File: src/hw/rtl/heading_pid_turn_controller_assert.svh
// assertion macros for the heading turn controller
`ifndef HEADING_PID_TURN_CONTROLLER_ASSERT_SVH
`define HEADING_PID_TURN_CONTROLLER_ASSERT_SVH

// same-cycle implication, disabled while in reset
`define HPTC_ASSERT_NOW(lbl, ante, cons, msg) \
  lbl: assert property (@(posedge clk_i) disable iff (!rst_ni) (ante) |-> (cons)) \
    else $error(msg);

// next-cycle implication, disabled while in reset
`define HPTC_ASSERT_NEXT(lbl, ante, cons, msg) \
  lbl: assert property (@(posedge clk_i) disable iff (!rst_ni) (ante) |=> (cons)) \
    else $error(msg);

`endif

File: src/hw/rtl/hptc_pkg.sv
// types and constants of the heading turn controller
package hptc_pkg;

  localparam int GYRO_W     = 12;
  localparam int POWER_W    = 16;
  localparam int CFG_IDX_W  = 3;
  localparam int CFG_DATA_W = 23;

  typedef enum logic [CFG_IDX_W-1:0] {
    CFG_TARGET_HEADING,
    CFG_SPEED_LIMIT,
    CFG_PROP_GAIN,
    CFG_INTEG_GAIN,
    CFG_DERIV_GAIN,
    CFG_INTEG_WINDOW,
    CFG_INTEG_CAP
  } cfg_idx_e;

  localparam logic signed [17:0] TARGET_RST = 18'sd0;
  localparam logic [6:0]         SPEED_RST  = 7'd60;
  localparam logic [22:0]        PGAIN_RST  = 23'd45875;
  localparam logic [16:0]        IGAIN_RST  = 17'd262;
  localparam logic [22:0]        DGAIN_RST  = 23'd1966;
  localparam logic [15:0]        WINDOW_RST = 16'd6400;
  localparam logic [14:0]        CAP_RST    = 15'd3840;

  localparam logic signed [19:0] PREV_ERR_RST = 20'sd25600;
  localparam logic [20:0]        HALF_TURN    = 21'd46080;
  localparam logic signed [20:0] FULL_TURN    = 21'sd92160;
  localparam logic [19:0]        SETTLE_TOL   = 20'd25;

  // reciprocal multipliers for the constant divides
  localparam logic [15:0] DIV20_MUL   = 16'd3277;
  localparam int          DIV20_SHIFT = 16;
  localparam logic [17:0] DIV15_MUL   = 18'd139811;
  localparam int          DIV15_SHIFT = 21;

  localparam int GAIN_SHIFT = 16;

endpackage

File: src/hw/rtl/hptc_in_if.sv
// input channel of the heading turn controller
interface hptc_in_if;
  logic                          valid;
  logic                          ready;
  logic [hptc_pkg::GYRO_W-1:0]   gyro_main;
  logic [hptc_pkg::GYRO_W-1:0]   gyro_inverted;
  logic                          begin_req;

  modport source (output valid, gyro_main, gyro_inverted, begin_req, input ready);
  modport sink   (input valid, gyro_main, gyro_inverted, begin_req, output ready);
endinterface

File: src/hw/rtl/hptc_out_if.sv
// result channel of the heading turn controller
interface hptc_out_if;
  logic                                 valid;
  logic                                 ready;
  logic signed [hptc_pkg::POWER_W-1:0]  left_power;
  logic signed [hptc_pkg::POWER_W-1:0]  right_power;
  logic                                 settled;

  modport source (output valid, left_power, right_power, settled, input ready);
  modport sink   (input valid, left_power, right_power, settled, output ready);
endinterface

File: src/hw/rtl/heading_pid_turn_controller.sv
// heading pid turn controller: seven-register pipeline with integral clamp
//
//   channel   dir  payload                                    handshake
//   in_ch     in   gyro_main, gyro_inverted, begin_req        valid/ready
//   out_ch    out  left_power, right_power, settled           valid/ready
//   cfg       in   cfg_idx_i, cfg_data_i                      cfg_we_i, no wait
//
// one word per cycle unless out_ch.ready stalls; a result is valid once its word reaches register 6
// the error state updates as a word moves into register 3, the integral into register 5
// each register fills while any later one drains; ready drops only when all are full
// reset loads the register defaults and presets the last error to 100 degrees
`include "heading_pid_turn_controller_assert.svh"

module heading_pid_turn_controller (
  input  logic                              clk_i,
  input  logic                              rst_ni,
  input  logic                              cfg_we_i,
  input  logic [hptc_pkg::CFG_IDX_W-1:0]    cfg_idx_i,
  input  logic [hptc_pkg::CFG_DATA_W-1:0]   cfg_data_i,
  hptc_in_if.sink                           in_ch,
  hptc_out_if.source                        out_ch
);

  // configuration
  logic signed [17:0] target_q;
  logic [6:0]         speed_q;
  logic [22:0]        pgain_q;
  logic [16:0]        igain_q;
  logic [22:0]        dgain_q;
  logic [15:0]        window_q;
  logic [14:0]        cap_q;

  always_ff @(posedge clk_i or negedge rst_ni) begin
    if (!rst_ni) begin
      target_q <= hptc_pkg::TARGET_RST;
      speed_q  <= hptc_pkg::SPEED_RST;
      pgain_q  <= hptc_pkg::PGAIN_RST;
      igain_q  <= hptc_pkg::IGAIN_RST;
      dgain_q  <= hptc_pkg::DGAIN_RST;
      window_q <= hptc_pkg::WINDOW_RST;
      cap_q    <= hptc_pkg::CAP_RST;
    end else if (cfg_we_i) begin
      unique case (hptc_pkg::cfg_idx_e'(cfg_idx_i))
        hptc_pkg::CFG_TARGET_HEADING: target_q <= $signed(cfg_data_i[17:0]);
        hptc_pkg::CFG_SPEED_LIMIT:    speed_q  <= cfg_data_i[6:0];
        hptc_pkg::CFG_PROP_GAIN:      pgain_q  <= cfg_data_i[22:0];
        hptc_pkg::CFG_INTEG_GAIN:     igain_q  <= cfg_data_i[16:0];
        hptc_pkg::CFG_DERIV_GAIN:     dgain_q  <= cfg_data_i[22:0];
        hptc_pkg::CFG_INTEG_WINDOW:   window_q <= cfg_data_i[15:0];
        hptc_pkg::CFG_INTEG_CAP:      cap_q    <= cfg_data_i[14:0];
        default: ;
      endcase
    end
  end

  // pipeline flow control
  logic [6:0] v_q;
  logic [7:0] rdy;

  always_comb begin
    rdy[7] = out_ch.ready;
    for (int k = 6; k >= 0; k--) begin
      rdy[k] = !v_q[k] || rdy[k+1];
    end
  end

  always_ff @(posedge clk_i or negedge rst_ni) begin
    if (!rst_ni) begin
      v_q <= '0;
    end else begin
      v_q <= (v_q & ~rdy[6:0]) | ({v_q[5:0], in_ch.valid} & rdy[6:0]);
    end
  end

  assign in_ch.ready  = rdy[0];
  assign out_ch.valid = v_q[6];

  // register 0: input word
  logic [hptc_pkg::GYRO_W-1:0] g1_q, g2_q;
  logic                        beg0_q;

  always_ff @(posedge clk_i) begin
    if (rdy[0]) begin
      g1_q   <= in_ch.gyro_main;
      g2_q   <= in_ch.gyro_inverted;
      beg0_q <= in_ch.begin_req;
    end
  end

  // stage 1: heading in whole degrees and scaled target
  logic signed [12:0] gdiff;
  logic [11:0]        gmag;
  logic [27:0]        gprod;
  logic [7:0]         hmag;
  logic signed [8:0]  hq_d;
  logic [17:0]        tmag;
  logic [35:0]        tprod;
  logic [17:0]        tq;
  logic [17:0]        tsmag;
  logic signed [18:0] ts_d;

  always_comb begin
    gdiff = $signed({1'b0, g1_q}) - $signed({1'b0, g2_q});
    gmag  = gdiff[12] ? 12'(-gdiff) : 12'(gdiff);
    gprod = gmag * hptc_pkg::DIV20_MUL;
    hmag  = 8'(gprod >> hptc_pkg::DIV20_SHIFT);
    hq_d  = gdiff[12] ? -$signed({1'b0, hmag}) : $signed({1'b0, hmag});
    // 16/15 of the magnitude is m + m/15
    tmag  = target_q[17] ? 18'(-target_q) : 18'(target_q);
    tprod = tmag * hptc_pkg::DIV15_MUL;
    tq    = 18'(tprod >> hptc_pkg::DIV15_SHIFT);
    tsmag = tmag + tq;
    ts_d  = target_q[17] ? -$signed({1'b0, tsmag}) : $signed({1'b0, tsmag});
  end

  logic signed [8:0]  hq1_q;
  logic signed [18:0] ts1_q;
  logic               beg1_q;

  always_ff @(posedge clk_i) begin
    if (rdy[1]) begin
      hq1_q  <= hq_d;
      ts1_q  <= ts_d;
      beg1_q <= beg0_q;
    end
  end

  // stage 2: error and half-turn fold
  logic signed [20:0] e_raw;
  logic [20:0]        e_rmag;
  logic signed [20:0] fold_mag;
  logic signed [20:0] e_fold;
  logic signed [19:0] e_d;

  always_comb begin
    e_raw    = 21'(ts1_q) - 21'($signed({hq1_q, 8'd0}));
    e_rmag   = e_raw[20] ? 21'(-e_raw) : 21'(e_raw);
    fold_mag = hptc_pkg::FULL_TURN - $signed(e_rmag);
    e_fold   = e_raw[20] ? -fold_mag : fold_mag;
    e_d      = (e_rmag > hptc_pkg::HALF_TURN) ? 20'(e_fold) : 20'(e_raw);
  end

  logic signed [19:0] e2_q;
  logic               beg2_q;

  always_ff @(posedge clk_i) begin
    if (rdy[2]) begin
      e2_q   <= e_d;
      beg2_q <= beg1_q;
    end
  end

  // stage 3: last error, settle test and the finished flag
  logic signed [19:0] prev_q;
  logic               fin_q;
  logic               fin_eff;
  logic signed [19:0] last;
  logic [19:0]        emag3, lmag3, prev_mag;
  logic               hit;
  logic               upd3;
  logic signed [20:0] diff_d;

  always_comb begin
    fin_eff  = fin_q && !beg2_q;
    last     = beg2_q ? hptc_pkg::PREV_ERR_RST : prev_q;
    emag3    = e2_q[19] ? 20'(-e2_q) : 20'(e2_q);
    lmag3    = last[19] ? 20'(-last) : 20'(last);
    prev_mag = prev_q[19] ? 20'(-prev_q) : 20'(prev_q);
    hit      = (emag3 <= hptc_pkg::SETTLE_TOL) && (lmag3 <= hptc_pkg::SETTLE_TOL);
    diff_d   = 21'(e2_q) - 21'(last);
    upd3     = v_q[2] && rdy[3];
  end

  always_ff @(posedge clk_i or negedge rst_ni) begin
    if (!rst_ni) begin
      prev_q <= hptc_pkg::PREV_ERR_RST;
      fin_q  <= 1'b0;
    end else if (upd3) begin
      if (!fin_eff) begin
        prev_q <= e2_q;
      end
      fin_q <= fin_eff || hit;
    end
  end

  logic signed [19:0] e3_q;
  logic signed [20:0] diff3_q;
  logic               skip3_q, settle3_q, beg3_q;

  always_ff @(posedge clk_i) begin
    if (rdy[3]) begin
      e3_q      <= e2_q;
      diff3_q   <= diff_d;
      skip3_q   <= fin_eff;
      settle3_q <= fin_eff || hit;
      beg3_q    <= beg2_q;
    end
  end

  // stage 4: gain products, truncated toward zero
  logic signed [43:0] pprod, pbias;
  logic signed [44:0] dprod, dbias;
  logic signed [37:0] iprod, ibias;
  logic [19:0]        emag4;

  always_comb begin
    pprod = e3_q * $signed({1'b0, pgain_q});
    dprod = diff3_q * $signed({1'b0, dgain_q});
    iprod = e3_q * $signed({1'b0, igain_q});
    pbias = pprod[43] ? pprod + 44'sd65535 : pprod;
    dbias = dprod[44] ? dprod + 45'sd65535 : dprod;
    ibias = iprod[37] ? iprod + 38'sd65535 : iprod;
    emag4 = e3_q[19] ? 20'(-e3_q) : 20'(e3_q);
  end

  logic signed [25:0] p4_q;
  logic signed [26:0] d4_q;
  logic signed [19:0] i4_q;
  logic               win4_q, epos4_q, skip4_q, settle4_q, beg4_q;

  always_ff @(posedge clk_i) begin
    if (rdy[4]) begin
      p4_q      <= 26'(pbias >>> hptc_pkg::GAIN_SHIFT);
      d4_q      <= 27'(dbias >>> hptc_pkg::GAIN_SHIFT);
      i4_q      <= 20'(ibias >>> hptc_pkg::GAIN_SHIFT);
      win4_q    <= emag4 < 20'(window_q);
      epos4_q   <= !e3_q[19] && (e3_q != '0);
      skip4_q   <= skip3_q;
      settle4_q <= settle3_q;
      beg4_q    <= beg3_q;
    end
  end

  // stage 5: integral with window and cap, then the sum of terms
  logic signed [23:0] integ_q;
  logic signed [23:0] ibase;
  logic signed [24:0] isum;
  logic [24:0]        imag;
  logic signed [23:0] cap_s;
  logic signed [23:0] inew;
  logic signed [27:0] pd;
  logic signed [28:0] power_d;
  logic               upd5;
  logic [23:0]        integ_mag;

  always_comb begin
    ibase     = beg4_q ? 24'sd0 : integ_q;
    isum      = 25'(ibase) + (win4_q ? 25'(i4_q) : 25'sd0);
    imag      = isum[24] ? 25'(-isum) : 25'(isum);
    cap_s     = $signed({9'd0, cap_q});
    if (imag > 25'(cap_q)) begin
      inew = epos4_q ? cap_s : -cap_s;
    end else begin
      inew = 24'(isum);
    end
    pd        = 28'(p4_q) + 28'(d4_q);
    power_d   = 29'(pd) + 29'(inew);
    upd5      = v_q[4] && rdy[5];
    integ_mag = integ_q[23] ? 24'(-integ_q) : 24'(integ_q);
  end

  always_ff @(posedge clk_i or negedge rst_ni) begin
    if (!rst_ni) begin
      integ_q <= 24'sd0;
    end else if (upd5 && !skip4_q) begin
      integ_q <= inew;
    end
  end

  logic signed [28:0] pw5_q;
  logic               settle5_q;

  always_ff @(posedge clk_i) begin
    if (rdy[5]) begin
      pw5_q     <= power_d;
      settle5_q <= settle4_q;
    end
  end

  // stage 6: speed limit and result word
  logic [14:0]        lim;
  logic signed [15:0] lim_s;
  logic [28:0]        pmag;
  logic signed [15:0] sat;

  always_comb begin
    lim   = {speed_q, 8'd0};
    lim_s = $signed({1'b0, lim});
    pmag  = pw5_q[28] ? 29'(-pw5_q) : 29'(pw5_q);
    if (pmag > 29'(lim)) begin
      sat = (!pw5_q[28] && (pw5_q != '0)) ? lim_s : -lim_s;
    end else begin
      sat = 16'(pw5_q);
    end
  end

  logic signed [15:0] left_q, right_q;
  logic               settled_q;

  always_ff @(posedge clk_i) begin
    if (rdy[6]) begin
      left_q    <= settle5_q ? 16'sd0 : sat;
      right_q   <= settle5_q ? 16'sd0 : -sat;
      settled_q <= settle5_q;
    end
  end

  assign out_ch.left_power  = left_q;
  assign out_ch.right_power = right_q;
  assign out_ch.settled     = settled_q;

  `HPTC_ASSERT_NOW(a_settled_zero, out_ch.valid && out_ch.settled,
    (out_ch.left_power == 16'sd0) && (out_ch.right_power == 16'sd0), "settled word with power")
  `HPTC_ASSERT_NOW(a_full_stall, !in_ch.ready, out_ch.valid && !out_ch.ready,
    "input held off with room in the pipeline")
  `HPTC_ASSERT_NEXT(a_prev_frozen, upd3 && fin_eff, $stable(prev_q),
    "last error moved after the turn finished")
  `HPTC_ASSERT_NOW(a_fin_prev_small, fin_q, prev_mag <= hptc_pkg::SETTLE_TOL,
    "finished with a large last error")
  `HPTC_ASSERT_NEXT(a_integ_capped, upd5 && !skip4_q, integ_mag <= 24'($past(cap_q)),
    "integral above its cap")

endmodule

File: src/flat_wrapper.sv
// flat-port wrapper written by rule: the top's interface ports become plain ports
module heading_pid_turn_controller_flat 
  (clk_i, rst_ni, cfg_we_i, cfg_idx_i, cfg_data_i, in_ch_valid, in_ch_gyro_main, in_ch_gyro_inverted, in_ch_begin_req, in_ch_ready, out_ch_valid, out_ch_left_power, out_ch_right_power, out_ch_settled, out_ch_ready);
  hptc_in_if in_ch_i ();
  hptc_out_if out_ch_i ();
  input  logic clk_i;
  input  logic rst_ni;
  input  logic cfg_we_i;
  input  logic [hptc_pkg::CFG_IDX_W-1:0] cfg_idx_i;
  input  logic [hptc_pkg::CFG_DATA_W-1:0] cfg_data_i;
  input wire logic [$bits(in_ch_i.valid)-1:0] in_ch_valid;
  input wire logic [$bits(in_ch_i.gyro_main)-1:0] in_ch_gyro_main;
  input wire logic [$bits(in_ch_i.gyro_inverted)-1:0] in_ch_gyro_inverted;
  input wire logic [$bits(in_ch_i.begin_req)-1:0] in_ch_begin_req;
  output wire logic [$bits(in_ch_i.ready)-1:0] in_ch_ready;
  output wire logic [$bits(out_ch_i.valid)-1:0] out_ch_valid;
  output wire logic [$bits(out_ch_i.left_power)-1:0] out_ch_left_power;
  output wire logic [$bits(out_ch_i.right_power)-1:0] out_ch_right_power;
  output wire logic [$bits(out_ch_i.settled)-1:0] out_ch_settled;
  input wire logic [$bits(out_ch_i.ready)-1:0] out_ch_ready;
  assign in_ch_i.valid = in_ch_valid;
  assign in_ch_i.gyro_main = in_ch_gyro_main;
  assign in_ch_i.gyro_inverted = in_ch_gyro_inverted;
  assign in_ch_i.begin_req = in_ch_begin_req;
  assign in_ch_ready = in_ch_i.ready;
  assign out_ch_valid = out_ch_i.valid;
  assign out_ch_left_power = out_ch_i.left_power;
  assign out_ch_right_power = out_ch_i.right_power;
  assign out_ch_settled = out_ch_i.settled;
  assign out_ch_i.ready = out_ch_ready;
  heading_pid_turn_controller u_core (.clk_i(clk_i), .rst_ni(rst_ni), .cfg_we_i(cfg_we_i), .cfg_idx_i(cfg_idx_i), .cfg_data_i(cfg_data_i), .in_ch(in_ch_i), .out_ch(out_ch_i));
endmodule
File: config.mk
export PLATFORM = sky130hd
export DESIGN_NAME = heading_pid_turn_controller_flat
export DESIGN_NICKNAME = d
export VERILOG_FILES = /design/src/hw/rtl/hptc_pkg.sv /design/src/hw/rtl/hptc_in_if.sv /design/src/hw/rtl/hptc_out_if.sv /design/src/hw/rtl/heading_pid_turn_controller.sv /design/src/flat_wrapper.sv
export VERILOG_INCLUDE_DIRS = /design/src /design/src/hw/rtl
export SDC_FILE = /design/constraint.sdc
export NUM_CORES = 2
export LEC_CHECK = 0
export BUFFER_PORTS_ARGS = -buffer_cell sky130_fd_sc_hd__clkbuf_2
export CAP_MARGIN = 20
export CORE_ASPECT_RATIO = 0.9
export CORE_UTILIZATION = 50
export DETAILED_ROUTE_END_ITERATION = 8
export GPL_ROUTABILITY_DRIVEN = 0
export PLACE_DENSITY = 0.71
export SYNTH_ARGS = -nofsm -noshare
export SYNTH_HDL_FRONTEND = slang
export SYNTH_SLANG_ARGS = --single-unit
File: constraint.sdc
create_clock -name clk_i -period 22.8 [get_ports clk_i]
set_input_delay 0 -clock clk_i [delete_from_list [all_inputs] [get_ports clk_i]]
set_output_delay 0 -clock clk_i [all_outputs]
set_load 0.03 [all_outputs]
# == After elaboration in Yosys (flattened, before gate mapping) ==
# Index checks and enable logic that the tools add are counted.
# totals
memories,0
mem_bits_rw,0
wordCells,145
rom_bits,0
input_bits,56
register_bits,431
latchBits,0
# classes
n_shift,0
addsub,25
n_lt_le_gt_ge,6
n_mux,22
multipliers,5
n_reduce_logical,37
div_mod_pow,0
bitwise,5
n_eq_ne,6
# op_table
op,n
$mux 20,6
$neg 20->20,4
$mux 24,3
$mux 25,2
$mul 21x24->45,1
$mul 20x24->44,1
$add 43x17->43 const B,1
$mux 43,1
$add 42x17->42 const B,1
$mux 42,1
$le 20x5->1 const B,2
$mul 20x18->38,1
$add 36x17->36 const B,1
$mul 18x18->36 const B,1
$mux 18,2
$mux 36,1
$mux 16,2
$add 28x24->29,1
$gt 29x15->1,1
$mux 29,1
$neg 29->29,1
$reduce_bool 29->1,1
$add 26x27->28,1
$add 24x25->25,1
other kinds (34),68

# == Depth between registers and ports, before layout ==
# depth
word_depth,11
mapped_depth,45

# == Worst setup path before layout ==
# No wires, ideal clock.
# synth_timing
path_type,reg2reg
start,register u_core.beg4_q
end,register u_core.pw5_q[25] (data pin)
path_buffers,2
path_stages_with_launch,46
setup_time_ns,0.259
setup_slack_ns,13.077
arrival_ns,9.464
cell_sequence,edfxtp_1 clkbuf_1 nor2b_1 ha_1 inv_1 fa_1 nor2b_1 o2111ai_1 a31oi_1 a2111oi_0 o31ai_1 a211oi_1 mux2_2 clkbuf_1 nand2_1 o21ai_0 ha_1 nor2b_1 [... 10 more ...] mux2_2 fa_1 inv_1 ha_1 fa_1 a21o_1 a21oi_1 o21bai_1 a21oi_1 o21ai_0 a211o_1 a21oi_1 o21ai_0 a41o_1 a21o_1 a21oi_1 nor3_1 a211o_1
# synth_via
elab_chain_len,7
# synth_rtl
item,line_no,source
start: declaration,heading_pid_turn_controller.sv:219,"logic win4_q, epos4_q, skip4_q, settle4_q, beg4_q;"
start signal: assignment,heading_pid_turn_controller.sv:230,beg4_q <= beg3_q;
$mux 24 *,heading_pid_turn_controller.sv:247,ibase = beg4_q ? 24'sd0 : integ_q;
$add 24x25->25 *,heading_pid_turn_controller.sv:248,isum = 25'(ibase) + (win4_q ? 25'(i4_q) : 25'sd0);
$neg 25->25,heading_pid_turn_controller.sv:249,imag = isum[24] ? 25'(-isum) : 25'(isum);
$mux 25,heading_pid_turn_controller.sv:249,
$gt 25x15->1,heading_pid_turn_controller.sv:251,if (imag > 25'(cap_q)) begin
$mux 24 *,heading_pid_turn_controller.sv:251,
$add 28x24->29 *,heading_pid_turn_controller.sv:257,power_d = 29'(pd) + 29'(inew);
named net u_core.power_d[25],heading_pid_turn_controller.sv:242,logic signed [28:0] power_d;
end signal: assignment,heading_pid_turn_controller.sv:275,pw5_q <= power_d;
end: declaration,heading_pid_turn_controller.sv:270,logic signed [28:0] pw5_q;
# Mark *: on every way through the listed nets, which the timed path passes. The rest lies on a longest branch.
# A chain may end at the register's enable or synchronous reset.

# == Final worst setup path ==
# Ends and elaborated chain as after synthesis.

==> impl_metrics.csv <==
group,metric,value,unit
detailed_routing,routed_via_density,5.618,
global_routing,number_of_antenna_violations_at_the_first_check_in_global_routing,11,
synthesis,most_frequent_cell_after_synthesis,"sky130_fd_sc_hd__inv_1",
setup_path,critical_path_at,11.99,ns
finish,syn_to_final_growth,5.716,%
timing,final.setup.tns,0,ns
finish,nNetsFinal,10680,
die,starting_density_of_the_core,50.55,%
setup_path,max_stage_delay,0.73,ns
synthesis,synth-edff-count,259,
clocking,cts_tree,"yes",
setup_path,cp-end-kind,"register",
detailed_routing,num_vias,60210,
setup_path,worst_path_max_delay_cell,"sky130_fd_sc_hd__edfxtp_1",
setup_path,critical_path_class,"register to register",
timing,post-route-period-util,51.02,%
detailed_routing,route.detailed.wl_per_inst,19.01,um
clocking,post_cts_buffers,0,
setup_path,critical_path.max_fanout,26,
clocking,cts.root.buffer_cell,"sky130_fd_sc_hd__clkbuf_16",
finish,drive_gt1_share,5.599,%
synthesis,seq_area_frac_synth,15.17,%
synthesis,yosysUniqueCellTypes,96,
run_status,status,"finished, final reports clean",
clocking,clkTransAtPathRegs,0.07,ns
setup_path,r2r_setup_slack,11.17,ns
run,cap_violations,0,
synthesis,syn_avg_cell_area,9.209,um2
synthesis,post_synth_main_area_contributors,"sky130_fd_sc_hd__fa_1 (31%), sky130_fd_sc_hd__ha_1 (13%), sky130_fd_sc_hd__edfxtp_1 (9.7%)",
synthesis,synthTopCellsByCount,"sky130_fd_sc_hd__inv_1 (1,717), sky130_fd_sc_hd__fa_1 (1,222), sky130_fd_sc_hd__nand2_1 (943)",
synthesis,synth-seq-cells,430,
global_routing,largest_net_degree_at_the_start_of_global_routing,80,
detailed_routing,firstDrtPassIters,8,
finish,fin_util,53.44,%
clocking,cts_max_level,2,
clocking,cts-root-to-sink-buffers,3,
synthesis,netlist.top_cell.by_area,"sky130_fd_sc_hd__fa_1",
min_path,hold_path.class,"primary input to register",
global_routing,grt_pass1_vias,62120,
synthesis,synth.net_count,10770,
clocking,clk_latency,0.66,ns
die,dieArea,161200,um2
timing,final.min_clock_period,11.63,ns
global_routing,grt_pass1_wl,330900,um
clocking,cts_sinks,430,
synthesis,post_synth_fa_ha_maj_area_fraction,43.73,%
timing,setup-violations-final,0,
timing,fmax,85.97,MHz
timing,timing_worst_slew_pin_value,1.156,ns
placement,detailed_place_hpwl,159300,um
setup_path,required,23.16,ns
synthesis,dominantRegCellSynth,"sky130_fd_sc_hd__edfxtp_1",
synthesis,post_synth_mux_area_share,2.454,%
clocking,post_cts_resize_count,0,
detailed_routing,drt_wl_total,203800,um
synthesis,post_synth_xor_area_fraction,4.863,%
clocking,cts-buffers-inserted,49,
setup_path,startpoint_type,"register",
die,num_rows,138,
finish,fillCellCount,14210,
detailed_routing,drc,0,
die,die_width,423.1,um
synthesis,synth_compound_area_share,8.589,%
die,io_pins,91,
global_routing,track_usage,25.66,%
synthesis,post_synth_and_or_nand_nor_area_fraction,15.42,%
detailed_routing,drt_first_iter_violations,4502,
die,core_area,157800,um2
timing,grt_setup_unrepaired,"no",
placement,buffer_ports.inserted,90,
timing,timing.final.max_slew_violations,0,
die,die_height,381.0,um
synthesis,yosysWarningCount,0,
synthesis,netlist_instances,8663,
synthesis,synthesis.area,79780,um2
synthesis,synth.top_cell.area_share,30.66,%
synthesis,largest_family_of_logic_cells_by_synthesized_area,"adder cells",
setup_path,most_common_cell_on_crit_path,"sky130_fd_sc_hd__a21oi_1",
synthesis,synthArstFlopShare,39.77,%
timing,slew_margin_rel,22.96,%
clocking,post_cts_hold_buffer_count,40,
timing,finalHoldViolations,0,
detailed_routing,antenna_violating_nets_post_route,0,
timing,fin_skew,0.04930,ns
global_routing,grt_remaining_overflow,0,
-- worst max-delay path, delay by kind of cell, from the launching register on --
kind                       cells  cell delay (ns)
muxes                          2             0.81
and+or+nand+nor                7             1.25
DFF                            1             0.73
adders and majority gates      6             2.15
buffers and inverters          3             0.53
AOI/OAI and AO/OA             26             5.85
-- sequential cells by signal, indices dropped and copies added (netlist names), 18 cells and up, named ones only --
| name | cells |
|---|---|
| u_core.pw5_q | 29 |
| u_core.d4_q | 27 |
| u_core.p4_q | 26 |
| u_core.integ_q | 24 |
| u_core.dgain_q | 23 |
| u_core.pgain_q | 23 |
| u_core.diff3_q | 21 |
| u_core.e2_q | 20 |
| u_core.e3_q | 20 |
| u_core.i4_q | 20 |
| u_core.prev_q | 20 |
| u_core.ts1_q | 19 |
| u_core.target_q | 18 |
-- placed cells by master, fill, tap and decap left out, types with 56 or more instances in the layout --
cell	Yosys	routed
sky130_fd_sc_hd__a21o_1	107	107
sky130_fd_sc_hd__inv_1	1717	1716
sky130_fd_sc_hd__o21ai_0	200	200
sky130_fd_sc_hd__edfxtp_1	259	259
sky130_fd_sc_hd__nand2b_1	79	79
sky130_fd_sc_hd__nor2b_1	60	60
sky130_fd_sc_hd__nor3_1	118	116
sky130_fd_sc_hd__ha_1	833	833
sky130_fd_sc_hd__nand2_1	943	942
sky130_fd_sc_hd__mux2_2	147	147
sky130_fd_sc_hd__clkbuf_2	0	90
sky130_fd_sc_hd__a21oi_1	222	221
sky130_fd_sc_hd__fa_1	1222	1222
sky130_fd_sc_hd__buf_4	2	73
sky130_fd_sc_hd__nand3_1	86	86
sky130_fd_sc_hd__xnor2_1	308	308
sky130_fd_sc_hd__o21a_1	66	66
sky130_fd_sc_hd__nor2_1	267	267
sky130_fd_sc_hd__a31oi_1	56	56
sky130_fd_sc_hd__dfrtp_1	137	137
sky130_fd_sc_hd__and2_1	618	618
sky130_fd_sc_hd__xor2_1	135	135
-- final timing paths --
kind	start	endpoint	cells after the start
setup / recovery	u_core.beg4_q	u_core.pw5_q[25]	44
hold / removal	cfg_data_i[5]	u_core.speed_q[5]	3
setup reg to reg	u_core.beg4_q	u_core.pw5_q[25]	44
hold reg to reg	u_core.beg0_q	u_core.beg1_q	0
max in group asynchronous	rst_ni	u_core.prev_q[4]	4
min in group asynchronous	rst_ni	u_core.cap_q[9]	3
-- metrics by stage --
| stage | hold WS [ns] | instance area (um2) | cells | setup WS (ns) |
|---|---|---|---|---|
| detailed placement | -0.04145 | 82100 | 10570 | 11.51 |
| floorplan | -0.2956 | 79780 | 8663 | 13.08 |
| finish | 0.03244 | 84340 | 10720 | 11.17 |
| global route | 0.04173 | 84320 | 10710 | 10.58 |
| global placement | -0.03682 | 82100 | 10570 | 11.72 |
| CTS | 0.001566 | 84210 | 10700 | 11.40 |
-- cells by family after synthesis --
group                    after synthesis
AO/OA/AOI/OAI                       1032
XOR/XNOR                             443
adder cells (fa/ha/maj)             2055
buffers and inverters               2074
flip-flops                           430
multiplexers                         177
AND/OR/NAND/NOR                     2452
-- layout make-up --
type / count / area (um2) / area share (%)
clock inverter: 30 / 292.8 / 0.3471
timing repair buffer: 209 / 1525 / 1.808
inverter: 1719 / 6452 / 7.650
antenna: 9 / 22.52 / 0.02670
tap: 2100 / 2628 / 3.115
clock buffer: 62 / 1410 / 1.672
sequential: 430 / 12100 / 14.35
multi-input combinational: 6159 / 59910 / 71.04
-- per-layer routing --
metal,track usage [%],vias to the layer above,wire length [um]
li1,-,27370,-
met1,35.45,30180,87030
met5,0,-,19
met3,4.750,373,17970
met4,8.022,2,6395
met2,40.78,2286,92380
Power is not shown: default switching activity piles up to over one toggle a cycle in this logic, so the estimate is an artifact.
